**config.mk**
```make
export PLATFORM = sky130hd
export DESIGN_NAME = lcpi_ctrl
export DESIGN_NICKNAME = d
export VERILOG_FILES = /design/src/rtl/lcpi_pkg.sv /design/src/rtl/lcpi_ctrl.sv
export SDC_FILE = /design/constraint.sdc
export NUM_CORES = 1
export LEC_CHECK = 0
export ABC_CLOCK_PERIOD_IN_PS = 1650
export BUFFER_PORTS_ARGS = -buffer_cell sky130_fd_sc_hd__clkbuf_2
export CAP_MARGIN = 25
export CORE_AREA = 2 2 39 41
export DETAILED_ROUTE_END_ITERATION = 8
export DIE_AREA = 0 0 41 43
export REMOVE_ABC_BUFFERS = 1
export SYNTH_ARGS = -nofsm -noshare
export SYNTH_HDL_FRONTEND = slang
export SYNTH_SLANG_ARGS = --single-unit
```
**constraint.sdc**
```tcl
create_clock -name clk -period 1.65 [get_ports clk]
set_input_delay 0.0825 -clock clk [delete_from_list [all_inputs] [get_ports clk]]
set_output_delay 0.0825 -clock clk [all_outputs]
set_load 0.03 [all_outputs]
```
**src/rtl/lcpi_pkg.sv**
```systemverilog
// ----------------------------------------------------------------------------
// lcpi_pkg
// Shared types and constants for the layered color palette indexer.
// ----------------------------------------------------------------------------
package lcpi_pkg;

  localparam int COLOR_W      = 32;
  localparam int LAYER_INPUTS = 4;
  localparam int LAYERS_W     = 3;
  localparam int LCNT_W       = 4;
  localparam int IDX_OUT_W    = 8;
  localparam int CFG_IDX_W    = 8;
  localparam int CFG_DATA_W   = 8;

  localparam logic [7:0] ALPHA_OPAQUE = 8'hFF;

  localparam logic [CFG_IDX_W-1:0] CFG_THREE_BYTE_MODE = CFG_IDX_W'(0);
  localparam logic [CFG_IDX_W-1:0] CFG_LAYERS_IN_USE   = CFG_IDX_W'(1);

  // controller -> datapath
  typedef struct packed {
    logic capture;  // take the input transfer, build key
    logic search;   // walk the table one entry per cycle
    logic commit;   // produce result, append on miss
  } lcpi_cmd_t;

  // datapath -> controller
  typedef struct packed {
    logic hit;        // key matched the entry read last cycle
    logic exhausted;  // all entries read, nothing in flight
    logic out_free;   // output register can take a result
  } lcpi_status_t;

endpackage

```
**src/rtl/lcpi_ctrl.sv**
```systemverilog
// ----------------------------------------------------------------------------
// lcpi_ctrl
// Sequencer: capture a pixel, search the palette table, commit the result.
// ----------------------------------------------------------------------------
module lcpi_ctrl (
  input  logic                 clk,
  input  logic                 rst_n,
  input  logic                 in_valid,
  output logic                 in_stall,
  input  lcpi_pkg::lcpi_status_t status_i,
  output lcpi_pkg::lcpi_cmd_t    cmd_o
);
  import lcpi_pkg::*;

  typedef enum logic [1:0] {
    ST_IDLE,
    ST_SEARCH,
    ST_RESULT
  } state_t;

  state_t state_r;
  state_t state_nxt;

  always_comb begin
    state_nxt     = state_r;
    cmd_o         = '0;
    case (state_r)
      ST_IDLE: begin
        if (in_valid) begin
          cmd_o.capture = 1'b1;
          state_nxt     = ST_SEARCH;
        end
      end
      ST_SEARCH: begin
        if (status_i.hit || status_i.exhausted) begin
          state_nxt = ST_RESULT;
        end else begin
          cmd_o.search = 1'b1;
        end
      end
      ST_RESULT: begin
        if (status_i.out_free) begin
          cmd_o.commit = 1'b1;
          state_nxt    = ST_IDLE;
        end
      end
      default: state_nxt = ST_IDLE;
    endcase
  end

  assign in_stall = (state_r != ST_IDLE);

  always_ff @(posedge clk) begin
    if (!rst_n) begin
      state_r <= ST_IDLE;
    end else begin
      state_r <= state_nxt;
    end
  end

  a_commit_needs_room: assert property (@(posedge clk) disable iff (!rst_n)
    cmd_o.commit |-> status_i.out_free)
    else $error("commit without room in output register");

  a_one_command: assert property (@(posedge clk) disable iff (!rst_n)
    $onehot0(cmd_o))
    else $error("more than one command at once");

  a_capture_then_search: assert property (@(posedge clk) disable iff (!rst_n)
    cmd_o.capture |=> (state_r == ST_SEARCH))
    else $error("capture not followed by search");

endmodule

```
**Word level (Yosys, flattened, before mapping)**

Cells that the tools add are included.

- Register bits after elaboration: 2
- Bits of input ports: 6
- Output and inout bits: 4
- Word-level logic and storage cells: 20

- Equality and inequality tests: 5
- Muxes and demuxes: 10
- Reductions and logical operators: 4

Operators by type and width:

| kind | count |
|---|---|
| two-way mux 1 bit | 6 |
| two-way mux 2 bit | 3 |
| != test 2 bit, second input constant | 3 |
| one-hot mux 2 bit (3 select lines) | 1 |
| AND reduction 3 bit | 1 |
| equality test 2 x 1 -> 1 bit, second input constant | 1 |
| equality test 2 bit, second input constant | 1 |
| zero test 2 bit | 1 |
| nonzero test 2 bit | 1 |
| logical OR 1 bit | 1 |

**Logic depth before layout (Yosys ltp)**

Gate-level depths: netlist of run 1.

- Depth after elaboration: 3
- Depth in mapped cells: 3
- Depth with buffers taken out: 3

**Worst setup path after synthesis of run 1**

OpenSTA, ideal clock, no wires.

- Path type: reg-to-output
- From: reg state_r[1]
- To: out cmd_o[2] (netlist name)
- Arrival time: 1122 ps
- Required time: 1567 ps
- Path slack: 445 ps
- Stages on the path, launching flop included: 3
- Path buffers: 0
- Cells stage by stage: dfxtp_1 or2_1 nor2_1

RTL lines:

| what | RTL line | source |
|---|---|---|
| start, declared | lcpi_ctrl.sv:21 | `state_t state_r;` |
| start signal, assigned | lcpi_ctrl.sv:57 | `state_r <= state_nxt;` |
| end, declared | lcpi_ctrl.sv:11 | `output lcpi_pkg::lcpi_cmd_t cmd_o` |

==> out/summary.md, run 1 <==
## Drt
* **vias per inst** 3.31
* **vias after detailed routing** 139
* **post-detailed-route wirelength per cell** 7.48 um
* **DRT Pass-1 Iters** 2
* **number of routed nets with antenna violations** 0
* **routed wire length** 314 um
* **violation count after the first detailed-routing iteration** 1
* **Residual DRC** 0

## Worst setup path
* **cells traversed along the worst timing path** or2_1, nor2_1, clkbuf_2
* **delay of the slowest critical-path stage** 0.32 ns
* **timing startpoint of the critical path** state_r[1]
* **sort of element at the start of the critical path** register
* **maximum net fanout on the critical path** 5
* **cell with the biggest individual delay on the critical path** sky130_fd_sc_hd__dfxtp_1
* **critical path data required time** 1.57 ns
* **crit end category** primary output
* **reg2reg start** state_r[1]
* **WP data arrival** 1.09 ns
* **kind of critical path** register to primary output
* **CP Buf/Inv Count** 1
* **critical path's top delay family** simple AND/OR/NAND/NOR gates

## Synthesis
* **Mapped Avg Cell Area** 8.49 um^2
* **Cell Area, Synth** 119 um^2
* **most common cell in the synthesized netlist** sky130_fd_sc_hd__nor2_1
* **number of flops mapped to enable cells by yosys** 0
* **XOR/XNOR share of the synthesized area** 0
* **area fraction in and, or, nand and nor cells after synthesis** 0.484
* **fraction of the mapped netlist area in compound gates** 0.0632
* **top cells by area in the synthesized netlist** sky130_fd_sc_hd__dfxtp_1 (34%), sky130_fd_sc_hd__nor3b_2 (11%), sky130_fd_sc_hd__nor2_1 (9.5%)
* **Synth Instances** 14
* **fraction of registers with async set/reset** 0
* **share of the synthesized area in the top cell type** 0.337
* **top cells by count, synth** sky130_fd_sc_hd__nor2_1 (3), sky130_fd_sc_hd__dfxtp_1 (2)
* **multiplexer share of the synthesized area** 0.0842
* **top_reg_cell synth** sky130_fd_sc_hd__dfxtp_1
* **distinct cell type count of the synthesized netlist** 11
* **synthesized-area fraction occupied by adder cells** 0
* **Seq/Total Area, Yosys** 0.337
* **post-synthesis sequential element count** 2
* **number of warnings reported in the yosys synthesis log** 0
* **dominant combinational cell family by area after synthesis** simple AND/OR/NAND/NOR gates
* **area leader, netlist** sky130_fd_sc_hd__dfxtp_1

## CTS
* **CTS HTree Levels** 1
* **Clock Tree Buf Depth** 2
* **root buffer cell** sky130_fd_sc_hd__clkbuf_4
* **clock sink total** 2
* **number of buffers inserted by hold repair at cts** 0
* **Post CTS Setup Buffer Count** 0
* **number of gates resized after CTS** 0
* **clock latency reported for the late side of the worst-skew pair** 0.23 ns
* **Clock transition at path regs** 0.03 ns
* **CTS tree** built
* **TritonCTS buffer count** 3

## Power
* **P_leak** 0.000105 uW
* **part of the total power dissipated in the clock network** 0.537
* **post-layout power** 207 uW
* **Pwr per Cell Area** 1000 nW/um^2
* **Internal Dissipation** 149 uW
* **peak ir drop on the vdd network** 147 uV
* **sequential fraction of design power** 0.268
* **switch share** 0.282
* **net load switching power** 58.4 uW
* **part of the total power dissipated in combinational logic** 0.195

## Final layout
* **biggest regs** state_r x2
* **Largest register FFs** 2
* **largest register by flop count** state_r
* **P&R area growth vs syn** 73.7%
* **layout cells sized above 1** 0.500
* **# diodes** 0
* **final layout net count** 34

## Timing
* **fin. max-slew vios** 0
* **Final Setup Violations** 0
* **Tightest Pin Transition** 0.173 ns
* **total negative slack** 0 ns
* **final hold vios** 0
* **headroom to the max-slew limit** 0.881
* **final worst path period need** 1.17 ns
* **worst clock skew** 0.00288 ns
* **period utilization** 0.710
* **setup repair after global routing missed its margin** no
* **Max Freq** 853 MHz

## Die
* **area of the core** 1380 um^2
* **count of standard-cell rows** 14
* **Die Span X** 41 um
* **vertical extent of the die** 43 um
* **Top-Level Pins** 10
* **Initial Util** 0.0859
* **area of the die** 1760 um^2

## Worst hold path
* **Hold Crit Class** input port to register
* **critical hold path startpoint** rst_n

## Job
* **count of maximum capacitance violations** 0

## Status
* **status** completed

## Global routing
* **maximum number of pins on one net before global-route repair** 6
* **total grt overflow** 0
* **number of antenna violations at the first check in global routing** 0
* **Overall Global Routing Usage** 0.0542
* **wire length of the first global-routing pass** 510 um
* **number of global-route vias before repair** 137

## Place
* **total of buffers placed on input and output ports** 9
* **RePlAce Congestion** 0.465

## placed cells by master, fill, tap and decap left out, drive strengths merged
cell type  count
clkbuf        12
nor3           1
nor2           3
or2            1
and3b          1
o21a           1
mux2i          1
dfxtp          2
inv            1
nand2b         1
nor3b          2
## power by group through the flow
stage / registers (uW) / logic (uW) / clock network, uW
6_report: 55.6 / 40.4 / 111
4_1_cts: 55.7 / 41.1 / 118
3_3_place_gp: 56.4 / 40.1 / 0
5_1_grt: 56.2 / 45.1 / 117
2_1_floorplan: 55.5 / 26.7 / 0
3_5_place_dp: 56.3 / 41.0 / 0
## through the flow
stage | util | std cells | setup WS [ns] | cell area (um^2) | hold slack, ns
2_1_floorplan | - | 14 | 0.445 | 119 | 0.200
3_3_place_gp | 0.133 | 39 | 0.719 | 184 | 0.310
3_5_place_dp | 0.133 | 39 | 0.711 | 184 | 0.311
4_1_cts | 0.149 | 42 | 0.460 | 206 | 0.0713
5_1_grt | 0.149 | 42 | 0.398 | 206 | 0.108
6_report | 0.149 | 42 | 0.478 | 206 | 0.0769
## cell type report
type,instances,area [um^2]
Fill cell,156,1180
Multi-Input combinational cell,11,75.1
Timing Repair Buffer,9,45.0
Sequential cell,2,40.0
Clock buffer,3,22.5
Tap cell,16,20.0
Inverter,1,3.75
## logic make-up after synthesis
group,count (synthesis)
simple gates,9
flops,2
mux,1
compound gates,1
buf+inv,1
## per-layer routing
layer  vias to the layer above  global-route usage  share of wire
li1                         71                   -              -
met1                        57              0.0322           0.35
met2                         9              0.0719           0.46
met3                         2              0.0314           0.14
met4                         0               0.100          0.054
met5                         -                   0              0
## path summary, 6_finish.rpt
path,end,slack [ns],cells past startpoint
setup / recovery,cmd_o[2],0.48,3
hold / removal,state_r[1],0.08,2
setup reg to reg,state_r[1],0.80,3
hold reg to reg,state_r[0],0.47,1
Power figures use the tool's default switching activity.
==> run 2: changes to the inputs <==
--- a/config.mk
+++ b/config.mk
@@ -5,7 +5,8 @@
 export SDC_FILE = /design/constraint.sdc
 export NUM_CORES = 1
 export LEC_CHECK = 0
-export ABC_CLOCK_PERIOD_IN_PS = 1650
+export ABC_AREA = 1
+export ABC_CLOCK_PERIOD_IN_PS = 1100
 export BUFFER_PORTS_ARGS = -buffer_cell sky130_fd_sc_hd__clkbuf_2
 export CAP_MARGIN = 25
 export CORE_AREA = 2 2 39 41
==> constraint.sdc (replaced) <==
create_clock -name clk -period 1.1 [get_ports clk]
set_input_delay 0.055 -clock clk [delete_from_list [all_inputs] [get_ports clk]]
set_output_delay 0.055 -clock clk [all_outputs]
set_load 0.03 [all_outputs]
==> run 2 against run 1 <==
  * Via count grew 10%
  * Highest routed layer is now met3
  * Flip-flop and latch count unchanged
  * Sequential share of layout area down 1.2 points
  * Largest power group unchanged
==> out/summary.md, run 2 <==
## Synthesis
* **number of warnings reported in the yosys synthesis log** 0
* **fraction of registers with async set/reset** 0
* **Synth Instances** 22
* **most common cell in the synthesized netlist** sky130_fd_sc_hd__inv_1
* **Mapped Avg Cell Area** 5.69 um^2
* **area leader, netlist** sky130_fd_sc_hd__dfxtp_1
* **Seq/Total Area, Yosys** 0.320
* **top cells by area in the synthesized netlist** sky130_fd_sc_hd__dfxtp_1 (32%), sky130_fd_sc_hd__inv_1 (21%), sky130_fd_sc_hd__nand2_1 (15%)
* **number of flops mapped to enable cells by yosys** 0
* **Cell Area, Synth** 125 um^2
* **share of the synthesized area in the top cell type** 0.320
* **distinct cell type count of the synthesized netlist** 9
* **top cells by count, synth** sky130_fd_sc_hd__inv_1 (7), sky130_fd_sc_hd__nand2_1 (5), sky130_fd_sc_hd__nor2_1 (3)
* **post-synthesis sequential element count** 2
* **top_reg_cell synth** sky130_fd_sc_hd__dfxtp_1

## Drt
* **number of routed nets with antenna violations** 0
* **DRT Pass-1 Iters** 2
* **routed wire length** 282 um
* **Residual DRC** 0
* **vias after detailed routing** 153
* **violation count after the first detailed-routing iteration** 1
* **vias per inst** 3.06
* **post-detailed-route wirelength per cell** 5.64 um

## Worst setup path
* **depth of the most critical reg-to-reg path** 3
* **kind of critical path** register to primary output
* **WP data arrival** 0.97 ns
* **critical path data required time** 1.04 ns
* **crit end category** primary output
* **maximum net fanout on the critical path** 3
* **sort of element at the start of the critical path** register

## Worst hold path
* **Hold Crit Class** input port to register
* **worst hold stages** 3

## Die
* **area of the die** 1760 um^2
* **Top-Level Pins** 10
* **Initial Util** 0.0904
* **vertical extent of the die** 43 um
* **area of the core** 1380 um^2
* **count of standard-cell rows** 14
* **Die Span X** 41 um

## CTS
* **TritonCTS buffer count** 3
* **Clock Tree Buf Depth** 2
* **clock sink total** 2
* **CTS HTree Levels** 1
* **CTS tree** built
* **root buffer cell** sky130_fd_sc_hd__clkbuf_4
* **clock latency reported for the late side of the worst-skew pair** 0.22 ns
* **number of buffers inserted by hold repair at cts** 0
* **Clock transition at path regs** 0.03 ns

## Place
* **post-place setup slack** 0.192 ns
* **post-detailed-placement half-perimeter wirelength** 235 um
* **instance area after placement** 190 um^2
* **total of buffers placed on input and output ports** 9
* **RePlAce Congestion** 0.695

## Final layout
* **layout cells sized above 1** 0.588
* **largest register by flop count** state_r
* **# diodes** 0
* **final layout net count** 42
* **P&R area growth vs syn** 87.0%
* **post-route cell area** 234 um^2
* **biggest regs** state_r x2
* **end-of-flow core utilization** 0.169
* **Largest register FFs** 2
* **leading cell types in the layout, fill and taps excluded** sky130_fd_sc_hd__inv_1 (7), sky130_fd_sc_hd__clkbuf_2 (7), sky130_fd_sc_hd__nand2_1 (3), sky130_fd_sc_hd__clkbuf_4 (3)

## Timing
* **final worst setup slack** 0.0720 ns
* **total negative slack** 0 ns
* **Tightest Pin Transition** 0.174 ns
* **period utilization** 0.935
* **setup repair after global routing missed its margin** no
* **Final Setup Violations** 0
* **final worst path period need** 1.03 ns
* **fin. max-slew vios** 0
* **final hold vios** 0
* **Max Freq** 973 MHz
* **headroom to the max-slew limit** 0.885
* **worst clock skew** 0.00244 ns

## Power
* **post-layout power** 314 uW
* **switch share** 0.279
* **peak ir drop on the vdd network** 485 uV
* **P_leak** 0.000142 uW
* **Internal Dissipation** 227 uW
* **sequential fraction of design power** 0.266
* **part of the total power dissipated in the clock network** 0.505
* **Pwr per Cell Area** 1340 nW/um^2
* **net load switching power** 87.7 uW
* **part of the total power dissipated in combinational logic** 0.229

## Global routing
* **maximum number of pins on one net before global-route repair** 5
* **wire length of the first global-routing pass** 386 um
* **total grt overflow** 0
* **number of global-route vias before repair** 111
* **Overall Global Routing Usage** 0.0390
* **number of antenna violations at the first check in global routing** 0

## Status
* **status** completed

## Job
* **count of maximum capacitance violations** 0

-- run 2: changes by cell type in the layout (fill, tap and decap cells not counted), sizes merged, moves of 2 or more --
cell / delta
nor3b: -2
inv: +7
a21oi: +2
nand2: +5
-- run 2: what timing repair did --
| item | CTS | global route |
|---|---|---|
| setup buffers | 0 | 0 |
| hold endpoints to repair | 0 | 0 |
| pin swaps | 1 | 1 |
| endpoints found under the setup margin | 1 | 2 |
| resized for setup | 4 | 5 |
-- run 2: final cells by class --
| class | count | area (um^2) |
|---|---|---|
| well taps | 16 | 20.0 |
| clock buffers | 3 | 22.5 |
| inverters | 8 | 30.0 |
| flip-flops and latches | 2 | 42.5 |
| multi-input cells | 12 | 62.6 |
| repair buffers | 9 | 56.3 |
| fillers | 160 | 1150 |
-- run 2: power by group through the flow --
stage	sequential [uW]	combinational, uW	clock, uW
floorplan	82.2	44.0	0
global placement	82.5	65.0	0
detailed placement	82.7	65.2	0
CTS	82.5	69.8	172
global route	84.4	80.1	174
finish	83.6	71.8	159
-- run 2: layer usage --
metal | track usage | vias up | share of wire
li1 | - | 86 | -
met1 | 0.0350 | 61 | 0.46
met5 | 0 | - | 0
met2 | 0.0406 | 6 | 0.39
met3 | 0.0628 | 0 | 0.15
met4 | 0.0200 | 0 | 0
-- run 2: final timing paths --
check             start         end  slack [ns]
max          state_r[0]    cmd_o[1]        0.07
min               rst_n  state_r[0]        0.06
max reg2reg  state_r[1]  state_r[0]        0.36
min reg2reg  state_r[1]  state_r[1]        0.51
-- run 2: logic make-up (layout without fill, tap and decap cells) --
logic type,Yosys count,in the layout,synth area share
buffers and inverters,8,20,0.240
flip-flops,2,2,0.320
AO/OA/AOI/OAI,2,2,0.110
AND/OR/NAND/NOR,10,10,0.330
-- run 2: through the flow --
stage | hold WS, ns | std cells
after CTS | 0.0592 | 50
after global placement | 0.295 | 47
final | 0.0571 | 50
after detailed placement | 0.296 | 47
after floorplan | 0.195 | 22
after global routing | 0.0758 | 50
-- run 2: critical path, stage by stage, from the launching register on --
cell and delay [ns]:
sky130_fd_sc_hd__dfxtp_2 0.33, sky130_fd_sc_hd__inv_2 0.04, sky130_fd_sc_hd__nor2_2 0.10, sky130_fd_sc_hd__nand2_2 0.07, sky130_fd_sc_hd__inv_1 0.06, sky130_fd_sc_hd__clkbuf_8 0.15
